### src/hw/rtl/mbe_pkg.sv
// Package for the escape-time evaluator: field widths, item structs,
// register indexes, reset values and the multiplier shift select.
// No dependencies.
package mbe_pkg;

   localparam int COORD_W    = 32;
   localparam int Z_W        = 64;
   localparam int ITER_W     = 16;
   localparam int PERIOD_W   = 11;
   localparam int SCALED_W   = 17;
   localparam int CSR_DATA_W = 16;
   localparam int CSR_IDX_W  = 1;

   localparam logic [CSR_IDX_W-1:0] REG_ITER_LIMIT = 1'd0;
   localparam logic [CSR_IDX_W-1:0] REG_PERIOD_LEN = 1'd1;

   localparam logic [ITER_W-1:0]   ITER_LIMIT_RST = 16'd1024;
   localparam logic [PERIOD_W-1:0] PERIOD_LEN_RST = 11'd20;
   localparam logic [SCALED_W-1:0] SCALED_FULL    = 17'h10000;

   localparam logic signed [Z_W-1:0] Z_MAX = {1'b0, {(Z_W-1){1'b1}}};
   localparam logic signed [Z_W-1:0] Z_MIN = {1'b1, {(Z_W-1){1'b0}}};

   typedef struct packed {
      logic signed [COORD_W-1:0] c_real;
      logic signed [COORD_W-1:0] c_imag;
   } req_type;

   typedef struct packed {
      logic [ITER_W-1:0]   iterations_done;
      logic                not_escaped;
      logic [SCALED_W-1:0] scaled_value;
   } rsp_type;

   // product scaling: frac bits, frac bits - 1 (2xy), frac bits + 2 (y^2/4)
   typedef enum logic [1:0] {
      SH_NORM,
      SH_DBL,
      SH_QTR
   } shift_sel_type;

endpackage

### src/hw/rtl/mbe_div.sv
// Bit-serial fraction divider: floor(numer * 2^16 / denom) for numer < denom.
// One quotient bit per cycle. Depends on mbe_pkg.
module mbe_div
   import mbe_pkg::*;
(
   input  logic              clock,
   input  logic              reset,
   input  logic              start,
   input  logic [ITER_W-1:0] numer,
   input  logic [ITER_W-1:0] denom,
   output logic              done,
   output logic [ITER_W-1:0] quot
);

   localparam int CntW = $clog2(ITER_W);
   localparam logic [CntW-1:0] CntLast = CntW'(ITER_W - 1);

   logic              run_ff, run_in;
   logic              done_ff, done_in;
   logic [CntW-1:0]   cnt_ff, cnt_in;
   logic [ITER_W-1:0] rem_ff, rem_in;
   logic [ITER_W-1:0] quot_ff, quot_in;

   logic [ITER_W:0] trial, diff;
   logic            fits;

   assign trial = {rem_ff, 1'b0};
   assign diff  = trial - {1'b0, denom};
   assign fits  = trial >= {1'b0, denom};

   always_comb begin
      run_in  = run_ff;
      done_in = 1'b0;
      cnt_in  = cnt_ff;
      rem_in  = rem_ff;
      quot_in = quot_ff;
      if (!run_ff) begin
         if (start) begin
            run_in = 1'b1;
            cnt_in = '0;
            rem_in = numer;
         end
      end else begin
         rem_in  = fits ? diff[ITER_W-1:0] : trial[ITER_W-1:0];
         quot_in = {quot_ff[ITER_W-2:0], fits};
         cnt_in  = cnt_ff + CntW'(1);
         if (cnt_ff == CntLast) begin
            run_in  = 1'b0;
            done_in = 1'b1;
         end
      end
   end

   always_ff @(posedge clock) begin
      if (reset) begin
         run_ff  <= 1'b0;
         done_ff <= 1'b0;
      end else begin
         run_ff  <= run_in;
         done_ff <= done_in;
      end
      cnt_ff  <= cnt_in;
      rem_ff  <= rem_in;
      quot_ff <= quot_in;
   end

   assign done = done_ff;
   assign quot = quot_ff;

endmodule

### config.mk
export PLATFORM = sky130hd
export DESIGN_NAME = mbe_div
export DESIGN_NICKNAME = d
export VERILOG_FILES = /design/src/hw/rtl/mbe_pkg.sv /design/src/hw/rtl/mbe_div.sv
export SDC_FILE = /design/constraint.sdc
export NUM_CORES = 1
export LEC_CHECK = 0
export BUFFER_PORTS_ARGS = -buffer_cell sky130_fd_sc_hd__buf_2
export CAP_MARGIN = 20
export CORE_AREA = 2 2 78 73
export CTS_CLUSTER_SIZE = 14
export DETAILED_ROUTE_END_ITERATION = 6
export DIE_AREA = 0 0 80 75
export GPL_TIMING_DRIVEN = 0
export PLACE_DENSITY = 0.84
export SLEW_MARGIN = 20
export SYNTH_ARGS = -nofsm -noshare
export SYNTH_HDL_FRONTEND = slang
export SYNTH_SLANG_ARGS = --single-unit
### constraint.sdc
create_clock -name clock -period 2.25 [get_ports clock]
set_clock_uncertainty 0.15 [all_clocks]
set_input_delay 0.1125 -clock clock [delete_from_list [all_inputs] [get_ports clock]]
set_output_delay 0.1125 -clock clock [all_outputs]
set_load 0.02 [all_outputs]
==> impl_metrics.yaml <==
floorplanning:
  die_w_um: 80
  die-area_mm2: 0.00600
  io_pins: 52
  coreArea_mm2: 0.00513
  row_count: 25
  die_h_um: 75
  start_util_pct: 48.2
placement:
  numPlacedInstances: 364
  placed_cell_area_mm2: 0.00292
  place_hpwl_um: 4330
  io_buffers: 51
  globalplace.congestion: 0.904
grt:
  antenna_found_initial: 0
  grt.overflow.total: 0
  grt_usage_pct: 21.3
  grt_pass1_wl_um: 9720
  grt_pass1_vias: 2028
  grt_max_degree: 22
sta:
  hold_violations: 0
  rsz0062_at_grt: "true"
  tns_ns: -5.71
  setup_violations: 17
  period_minus_slack_ns: 2.68
  relSlewSlack_pct: 52.2
  slew_violations: 0
  tightest_slew_ns: 0.717
  worst_slack_ns: -0.427
  period_share_pct: 119
  fmax_mhz: 373
clock_tree:
  insertion_delay_ns: 0.30
  htree_levels: 2
  cts_root_buffer: "clkbuf_8"
  cts_buffer_depth: 2
  cts_tree: "built"
  cts_buffers: 5
  path_clk_slew_ns: 0.09
  clock-sinks: 38
synth:
  synth_xor_area_share_pct: 3.90
  synth_compound_area_share_pct: 20.0
  synth_nets: 299
  yosys.area_share.simple_pct: 14.5
  yosys_warnings: 0
  synth_edf_count: 36
  synth-seq-area-share_pct: 45.3
  synth.area.mux_share_pct: 1.62
  synth_area_mm2: 0.00247
  synth.avg_cell_area_um2: 10.1
  synth_ff_type: "edfxtp_1"
  synth_top_family_by_area: "compound AO/OA/AOI/OAI gates"
  async_flop_share_pct: 0
  yosys_register_bits: 38
  synth-adder-area-share_pct: 9.41
  yosysUniqueCellTypes: 47
  synth_cells: 246
setup_path:
  worst_setup_path_start_kind: "flip-flop"
  cp-startpoint: "rem_ff[8]"
  critPathArrivalTime_ns: 2.70
  crit_path_end_kind: "flip-flop"
  r2r-start: "rem_ff[8]"
  crit_type: "flip-flop to flip-flop"
  ff2ff_path_depth: 8
  crit_required_ns: 2.27
  cpMaxStageDelayCell: "edfxtp_1"
  cp_max_fo: 8
  slowest_delay_ns: 0.45
  r2r_slack_ns: -0.43
  timing.rr.end: "rem_ff[10]"
  cp_cell_sequence: "ha_1 > buf_8 > nand4_1 > or3_4 > a211o_1 > o211a_4 > o311ai_1 > o21a_1"
power:
  vdd_drop_max_mv: 0.729
  power_density_mw_per_mm2: 807
  leakage_nw: 1.45
status:
  failed_checks: "setup timing"
  status: "complete, but fails checks"
detailed_routing:
  routedWlPerCell_um: 17.2
  routed_via_density: 5.67
  dr_total_vias: 2224
  drc: 0
  drtIter0Drc: 180
  drt_first_pass_iters: 5
  postRouteAntennaNets: 0
  routed_wl_um: 6760
final_layout:
  n_fill_cell: 414
  final_common_cell: "buf_2"
  diodes: 0
  final_area_mm2: 0.00335
  drive_gt1_share_pct: 33.5
  final_cells: 392
  syn2layout_area_growth_pct: 35.3
  layout.nets: 377
  final_cell_mix: "buf_2 (51), edfxtp_1 (36), inv_1 (23)"
min_path:
  hold_start: "numer[7]"
  hold_depth: 3
  hold-path-endpoint: "rem_ff[7]"
  hold_path_class: "primary input to flip-flop"
run:
  cap_viol_max_count: 0
## power breakdown
part	leakage (nW)	total [mW]	switching, mW	internal, mW
logic	1.01	1.05	0.563	0.491
registers	0.372	0.934	0.0603	0.874
clock network	0.0683	0.712	0.268	0.444
## area by class of cell
cell class	instances	area (um^2)	area share [%]
Multi-Input combinational cell	175	1390	41.5
Buffer	8	67.6	2.02
Inverter	24	103	3.07
Timing Repair Buffer	72	443	13.2
Tap cell	67	83.8	2.51
Clock buffer	5	68.8	2.06
Sequential cell	38	1120	33.5
Clock inverter	3	68.8	2.06
## cells by family after synthesis
group                    count (synthesis)
buffers and inverters                   33
flip-flops                              38
AO/OA/AOI/OAI                           72
AND/OR/NAND/NOR                         70
multiplexers                             4
XOR/XNOR                                11
adder cells (fa/ha/maj)                 18
## state kept, by name, indices dropped and copies added (netlist names)
signal  count
cnt_ff      4
done        1
quot       16
rem_ff     16
run_ff      1
## synthesized netlist by cell type (all sizes together) (5+ instances only)
master   n  area, um^2
buf      5        22.5
a21o     6        45.0
inv     24        92.6
ha      17         213
o21ai   13        65.1
nor2    15        56.3
nand3   12        60.1
a31oi    6        37.5
o221ai   5        43.8
nand2b   5        31.3
edfxtp  36        1080
xnor2    7        61.3
and2     5        31.3
a21oi   19        98.9
nand2   15        61.3
## through the flow
step / hold WS, ns / worst slack, ns / utilization, % / power (mW)
global route: 0.00992 / -0.506 / 65.2 / 2.82
CTS: 0.00735 / -0.301 / 62.5 / 2.56
detailed placement: 0.141 / -0.381 / 57.0 / 1.79
global placement: 0.131 / -0.376 / 57.0 / 1.76
floorplan: 0.0349 / -0.171 / - / 1.58
finish: 0.00201 / -0.427 / 65.2 / 2.70
## worst max-delay path, delay by kind of cell, from the launching register on
| family | cells | cell delay [ns] |
|---|---|---|
| AOI/OAI and AO/OA | 4 | 1.07 |
| adders and majority gates | 1 | 0.34 |
| DFF | 1 | 0.45 |
| and+or+nand+nor | 2 | 0.42 |
| buffers and inverters | 1 | 0.12 |
## timing repair
| item | 4_1_cts | 5_1_grt |
|---|---|---|
| pin swaps | 3 | 9 |
| hold buffers | 5 | 0 |
| setup buffers | 8 | 7 |
| endpoints found under the hold margin | 6 | 0 |
| resized for setup | 10 | 14 |
| endpoints found under the setup margin | 19 | 17 |
| gates cloned | 0 | 1 |
## routing by layer
layer / routed length (um) / track usage [%] / up-vias / part of all wire [%]
met5: 0 / 0 / - / 0
met4: 153 / 8.10 / 0 / 2.3
met3: 511 / 4.80 / 17 / 7.6
met2: 3170 / 33.2 / 90 / 47
met1: 2920 / 29.4 / 1050 / 43
li1: - / - / 1067 / -
## worst max-delay path by stage
stage	end	slack [ns]	cells past startpoint
after global routing	rem_ff[8]	-0.51	8
after global placement	rem_ff[12]	-0.38	8
final	rem_ff[10]	-0.43	8
after detailed placement	rem_ff[12]	-0.38	8
after CTS	rem_ff[10]	-0.30	8
after floorplan	rem_ff[8]	-0.17	8
Note: power is estimated with default switching activity, not from simulation.
