## src/hw/rtl/mbe_pkg.sv

```systemverilog
// Package for the escape-time evaluator: field widths, item structs,
// register indexes, reset values and the multiplier shift select.
// No dependencies.
package mbe_pkg;

   localparam int COORD_W    = 32;
   localparam int Z_W        = 64;
   localparam int ITER_W     = 16;
   localparam int PERIOD_W   = 11;
   localparam int SCALED_W   = 17;
   localparam int CSR_DATA_W = 16;
   localparam int CSR_IDX_W  = 1;

   localparam logic [CSR_IDX_W-1:0] REG_ITER_LIMIT = 1'd0;
   localparam logic [CSR_IDX_W-1:0] REG_PERIOD_LEN = 1'd1;

   localparam logic [ITER_W-1:0]   ITER_LIMIT_RST = 16'd1024;
   localparam logic [PERIOD_W-1:0] PERIOD_LEN_RST = 11'd20;
   localparam logic [SCALED_W-1:0] SCALED_FULL    = 17'h10000;

   localparam logic signed [Z_W-1:0] Z_MAX = {1'b0, {(Z_W-1){1'b1}}};
   localparam logic signed [Z_W-1:0] Z_MIN = {1'b1, {(Z_W-1){1'b0}}};

   typedef struct packed {
      logic signed [COORD_W-1:0] c_real;
      logic signed [COORD_W-1:0] c_imag;
   } req_type;

   typedef struct packed {
      logic [ITER_W-1:0]   iterations_done;
      logic                not_escaped;
      logic [SCALED_W-1:0] scaled_value;
   } rsp_type;

   // product scaling: frac bits, frac bits - 1 (2xy), frac bits + 2 (y^2/4)
   typedef enum logic [1:0] {
      SH_NORM,
      SH_DBL,
      SH_QTR
   } shift_sel_type;

endpackage

```

## src/hw/rtl/mbe_mul.sv

```systemverilog
// Shared 64x64 signed fixed-point multiplier built on one 32x32 unit.
// Four partial products accumulate into a 128-bit register, then floor-shift
// and saturate. Depends on mbe_pkg.
module mbe_mul
   import mbe_pkg::*;
#(
   parameter int FRAC_BITS = 28
) (
   input  logic                  clock,
   input  logic                  reset,
   input  logic                  start,
   input  logic signed [Z_W-1:0] op_a,
   input  logic signed [Z_W-1:0] op_b,
   input  shift_sel_type         shift_sel,
   output logic                  done,
   output logic signed [Z_W-1:0] result
);

   localparam int HalfW  = Z_W / 2;
   localparam int ProdW  = 2 * Z_W;
   localparam int ShNorm = FRAC_BITS;
   localparam int ShDbl  = FRAC_BITS - 1;
   localparam int ShQtr  = FRAC_BITS + 2;
   localparam logic [ProdW-1:0] MaskNorm = (ProdW'(1) << ShNorm) - ProdW'(1);
   localparam logic [ProdW-1:0] MaskDbl  = (ProdW'(1) << ShDbl) - ProdW'(1);
   localparam logic [ProdW-1:0] MaskQtr  = (ProdW'(1) << ShQtr) - ProdW'(1);
   localparam logic [2:0] StepPpLast = 3'd3;
   localparam logic [2:0] StepFinal  = 3'd5;

   logic                  run_ff, run_in;
   logic                  done_ff, done_in;
   logic [2:0]            step_ff, step_in;
   logic [Z_W-1:0]        mag_a_ff, mag_a_in;
   logic [Z_W-1:0]        mag_b_ff, mag_b_in;
   logic                  neg_ff, neg_in;
   shift_sel_type         sel_ff, sel_in;
   logic [Z_W-1:0]        pp_ff, pp_in;
   logic [1:0]            pp_step_ff, pp_step_in;
   logic                  pp_vld_ff, pp_vld_in;
   logic [ProdW-1:0]      acc_ff, acc_in;
   logic signed [Z_W-1:0] result_ff, result_in;

   logic [HalfW-1:0] half_a, half_b;
   logic [ProdW-1:0] addend, shr;
   logic             rem_nz, over;
   logic [Z_W-1:0]   q;
   logic [Z_W:0]     q_up;

   assign half_a = step_ff[1] ? mag_a_ff[Z_W-1:HalfW] : mag_a_ff[HalfW-1:0];
   assign half_b = step_ff[0] ? mag_b_ff[Z_W-1:HalfW] : mag_b_ff[HalfW-1:0];

   always_comb begin
      case (pp_step_ff)
         2'd0:       addend = {{Z_W{1'b0}}, pp_ff};
         2'd1, 2'd2: addend = {{Z_W{1'b0}}, pp_ff} << HalfW;
         default:    addend = {{Z_W{1'b0}}, pp_ff} << Z_W;
      endcase
   end

   // floor shift of the magnitude product, remainder flag for negative results
   always_comb begin
      case (sel_ff)
         SH_DBL: begin
            shr    = acc_ff >> ShDbl;
            rem_nz = |(acc_ff & MaskDbl);
         end
         SH_QTR: begin
            shr    = acc_ff >> ShQtr;
            rem_nz = |(acc_ff & MaskQtr);
         end
         default: begin
            shr    = acc_ff >> ShNorm;
            rem_nz = |(acc_ff & MaskNorm);
         end
      endcase
      over = |shr[ProdW-1:Z_W];
      q    = shr[Z_W-1:0];
      q_up = {1'b0, q} + {{Z_W{1'b0}}, rem_nz};
   end

   always_comb begin
      run_in     = run_ff;
      done_in    = 1'b0;
      step_in    = step_ff;
      mag_a_in   = mag_a_ff;
      mag_b_in   = mag_b_ff;
      neg_in     = neg_ff;
      sel_in     = sel_ff;
      pp_in      = pp_ff;
      pp_step_in = pp_step_ff;
      pp_vld_in  = 1'b0;
      acc_in     = acc_ff;
      result_in  = result_ff;
      if (!run_ff) begin
         if (start) begin
            run_in   = 1'b1;
            step_in  = '0;
            mag_a_in = op_a[Z_W-1] ? (Z_W'(0) - op_a) : op_a;
            mag_b_in = op_b[Z_W-1] ? (Z_W'(0) - op_b) : op_b;
            neg_in   = op_a[Z_W-1] ^ op_b[Z_W-1];
            sel_in   = shift_sel;
            acc_in   = '0;
         end
      end else begin
         step_in = step_ff + 3'd1;
         if (step_ff <= StepPpLast) begin
            pp_in      = Z_W'(half_a) * Z_W'(half_b);
            pp_step_in = step_ff[1:0];
            pp_vld_in  = 1'b1;
         end
         if (pp_vld_ff) begin
            acc_in = acc_ff + addend;
         end
         if (step_ff == StepFinal) begin
            run_in  = 1'b0;
            done_in = 1'b1;
            if (!neg_ff) begin
               result_in = (over || q[Z_W-1]) ? Z_MAX : q;
            end else if (over || q_up[Z_W] || q_up[Z_W-1]) begin
               result_in = Z_MIN;
            end else begin
               result_in = Z_W'(0) - q_up[Z_W-1:0];
            end
         end
      end
   end

   always_ff @(posedge clock) begin
      if (reset) begin
         run_ff    <= 1'b0;
         done_ff   <= 1'b0;
         step_ff   <= '0;
         pp_vld_ff <= 1'b0;
      end else begin
         run_ff    <= run_in;
         done_ff   <= done_in;
         step_ff   <= step_in;
         pp_vld_ff <= pp_vld_in;
      end
      mag_a_ff   <= mag_a_in;
      mag_b_ff   <= mag_b_in;
      neg_ff     <= neg_in;
      sel_ff     <= sel_in;
      pp_ff      <= pp_in;
      pp_step_ff <= pp_step_in;
      acc_ff     <= acc_in;
      result_ff  <= result_in;
   end

   assign done   = done_ff;
   assign result = result_ff;

endmodule

```

## config.mk

```make
export PLATFORM = sky130hd
export DESIGN_NAME = mbe_mul
export DESIGN_NICKNAME = d
export VERILOG_FILES = /design/src/hw/rtl/mbe_pkg.sv /design/src/hw/rtl/mbe_mul.sv
export SDC_FILE = /design/constraint.sdc
export NUM_CORES = 2
export LEC_CHECK = 0
export ABC_AREA = 0
export BUFFER_PORTS_ARGS = -buffer_cell sky130_fd_sc_hd__buf_4
export CORE_ASPECT_RATIO = 0.75
export CORE_MARGIN = 2
export CORE_UTILIZATION = 60
export CTS_CLUSTER_DIAMETER = 50
export DETAILED_ROUTE_END_ITERATION = 8
export PLACE_DENSITY = 0.82
export SETUP_SLACK_MARGIN = 0.1
export SLEW_MARGIN = 10
export SYNTH_ARGS = -nofsm -noshare
export SYNTH_HDL_FRONTEND = slang
export SYNTH_SLANG_ARGS = --single-unit
```

## constraint.sdc

```tcl
create_clock -name clock -period 14.1 [get_ports clock]
set_input_delay 0 -clock clock [delete_from_list [all_inputs] [get_ports clock]]
set_output_delay 0 -clock clock [all_outputs]
set_load 0.005 [all_outputs]
```

==> results_dict.tcl <==
set metrics [dict create \
    status "completed" \
    cts.repair.resized 0 \
    whs_endpoint "mag_a_ff[0]$_DFFE_PP_" \
    rsz0062_at_grt "no" \
    yosys_warnings 0 \
    antenna_found_initial 17 \
    critPathTopFamily "adder cells" \
    cts.sinks 395 \
    firstDrtPassIters 9 \
    dr.first_iter.drc_count 8725 \
    die_w_um 379 \
    tightestPinTransition_ns 1.36 \
    layout_commonest_cell "inv_1" \
    synth-edff-count 389 \
    rrSetupSlack_ns 3.84 \
    fin_cells 8769 \
    required_ns 14.50 \
    dp.cells 8425 \
    finalCritPeriodShare_pct 72.7 \
    avgViaCountPerCell 6.55 \
    reg2reg_from "step_ff[1]$_SDFFE_PP0P_" \
    cts_htree_levels 2 \
    dieArea_mm2 0.108 \
    wl_per_cell_um 27.2 \
    setup_viol 0 \
    seqCellArea_mm2 0.0118 \
    holdPathStages 2 \
    critPathMostFrequentCell "fa_1" \
    dr_total_vias 57400 \
    layout_common_cells "945 x inv_1, 901 x nor2_1, 897 x fa_1, 732 x nand2_1, 399 x ha_1" \
    avgSynthCellArea_um2 8.94 \
    drt_wl_total_mm 239 \
    post-route-drc-count 0 \
    yosysSeqAreaShare_pct 18.6 \
    hold_path.startpoint "op_a[0]" \
    cp.arrival_ns 10.66 \
    worst-setup-path-type "flip-flop to flip-flop" \
    crit_path_end_kind "flip-flop" \
    cts_tree "yes" \
    area_delta_synth_final_pct 11.0 \
    cts-root-buf "clkbuf_16" \
    hold_viol 0 \
    die_h_um 285 \
    cap_violations 0 \
    synth-main-ff-cell "edfxtp_1" \
    ioPinCount 198 \
    cts-hold-fix-buffers 222 \
    cts_buffers 55 \
    cpPeakStageDelay_ns 0.99 \
    synth_area_mm2 0.0634 \
    skew_ns 0.0372 \
    start_util_pct 60.3 \
    rows 103 \
    max_freq_ghz 0.0975 \
    port_buffers 197 \
    path_buf_inv 5 \
    syn-num-nets 8520 \
    clk_pin_slew_worst_paths_ns 0.07 \
    yosys_register_bits 395 \
    postCtsSetupRepairBufs 0 \
    gr-total-overflow 0 \
    detailed_place_hpwl_mm 181 \
    grt_util_all_layers_pct 44.0 \
    drv_slew 0 \
    ys_types 96 \
    crit_slowest_cell "mux2i_4" \
    nNetsFinal 8719 \
    grt_max_degree 118 \
    start_kind "flip-flop" \
    finalWeightedCongestion 1.09 \
    period_needed_ns 10.26 \
    slew_headroom_pct 7.68 \
    r2r_cells 27 \
    core_mm2 0.105 \
    syn_inst 7088 \
    multi_input_area_mm2 0.0469 \
    synthArstFlopShare_pct 0 \
    critPathMaxFanout 48 \
    fin_setup_tns_ns 0 \
    clock_latency_ns 0.69 \
    min_path_type "input pin to flip-flop" \
    grt_pass1_vias 55900 \
    r2r_end "pp_ff[62]$_DFFE_PP_" \
    ant_nets 0 \
    fillers 8104 \
    cts.path.max_buffers 3 \
    grt_pass1_wl_mm 353 \
    hold-worst-slack_ns 0.0466 \
    post-route-util_pct 67.0 \
    drive_gt1_share_pct 7.92 \
]
-- through the flow --
stage / cell area, µm² / setup WS, ns
detailed placement: 66200 / 4.12
global placement: 66200 / 4.26
finish: 70300 / 3.84
CTS: 70300 / 4.08
global route: 70300 / 3.53
floorplan: 63400 / 4.63
-- worst register-to-register path, stage by stage (launching register included) --
cell,delay (ns)
dfxtp_4,0.57
buf_4,0.87
mux2i_4,1.07
nor2_1,0.20
fa_1,0.50
fa_1,0.56
inv_1,0.06
fa_1,0.39
fa_1,0.43
inv_1,0.08
fa_1,0.45
fa_1,0.51
fa_1,0.50
inv_1,0.05
fa_1,0.48
inv_1,0.06
ha_1,0.40
nand3_1,0.20
nor2_1,0.07
nor4_1,0.30
o221ai_1,0.25
or3_1,0.42
a211oi_1,0.60
nor3_1,0.28
nor3_1,0.33
o31ai_1,0.11
a21oi_1,0.18
xnor2_1,0.08
-- cell type report --
type	count	share of cell area, %
well taps	1417	2.52
multi-input cells	5383	66.7
clock inverters	41	0.648
inverters	946	5.05
flip-flops and latches	395	16.8
clock buffers	62	2.01
diodes	19	0.0676
repair buffers	506	6.19
-- metal layers --
| layer | vias to the layer above | part of all wire [%] | track usage [%] |
|---|---|---|---|
| met4 | 28 | 4.5 | 14.8 |
| met2 | 4646 | 38 | 56.8 |
| met3 | 857 | 19 | 22.5 |
| met5 | - | 0.19 | 1.97 |
| li1 | 24000 | - | - |
| met1 | 27900 | 39 | 63.0 |
-- sequential cells by signal, summed over array words and instances, names as in the netlist --
signal / cells
result: 64
neg_ff: 1
done: 1
run_ff: 1
sel_ff: 2
pp_ff: 64
step_ff: 3
acc_ff: 128
pp_step_ff: 2
pp_vld_ff: 1
mag_a_ff: 64
mag_b_ff: 64
-- synthesized netlist by cell type, drive strengths merged (73+ instances only) --
| library cell | count | area [µm²] |
|---|---|---|
| inv | 945 | 3550 |
| nor2 | 902 | 3390 |
| fa | 897 | 18000 |
| nand2 | 732 | 2750 |
| ha | 402 | 5030 |
| edfxtp | 389 | 11700 |
| clkbuf | 307 | 1150 |
| a21oi | 305 | 1530 |
| xnor2 | 275 | 2410 |
| o21ai | 248 | 1240 |
| nor3 | 108 | 562 |
| nand4 | 105 | 672 |
| and2 | 96 | 601 |
| xor2 | 96 | 841 |
| a21o | 84 | 631 |
| mux2i | 83 | 831 |
| nand3 | 79 | 395 |
| nor4 | 73 | 584 |
-- worst max path at each step --
stage                            startpoint                       to  cells after the start  slack (ns)
global placement    step_ff[1]$_SDFFE_PP0P_      pp_ff[59]$_DFFE_PP_                     25        4.26
finish              step_ff[1]$_SDFFE_PP0P_      pp_ff[62]$_DFFE_PP_                     27        3.84
floorplan                 run_ff$_SDFF_PP0_  acc_ff[0]$_SDFFCE_PN0P_                      3        4.63
detailed placement  step_ff[1]$_SDFFE_PP0P_      pp_ff[62]$_DFFE_PP_                     27        4.12
CTS                 step_ff[1]$_SDFFE_PP0P_      pp_ff[62]$_DFFE_PP_                     27        4.08
global route        step_ff[1]$_SDFFE_PP0P_      pp_ff[62]$_DFFE_PP_                     27        3.53
-- cell families (layout without fill, tap and decap cells) --
group,count (synthesis),in the layout,synth area share [%]
buf+inv,1310,1555,7.90
flops,395,395,18.6
mux,148,148,2.47
fa+ha+maj,1299,1299,36.3
other cells,0,19,0
simple gates,2436,2436,17.9
compound gates,1129,1129,11.7
xor+xnor,371,371,5.13
Power is not shown: default switching activity piles up to over one toggle a cycle in this logic, so the estimate is an artifact.
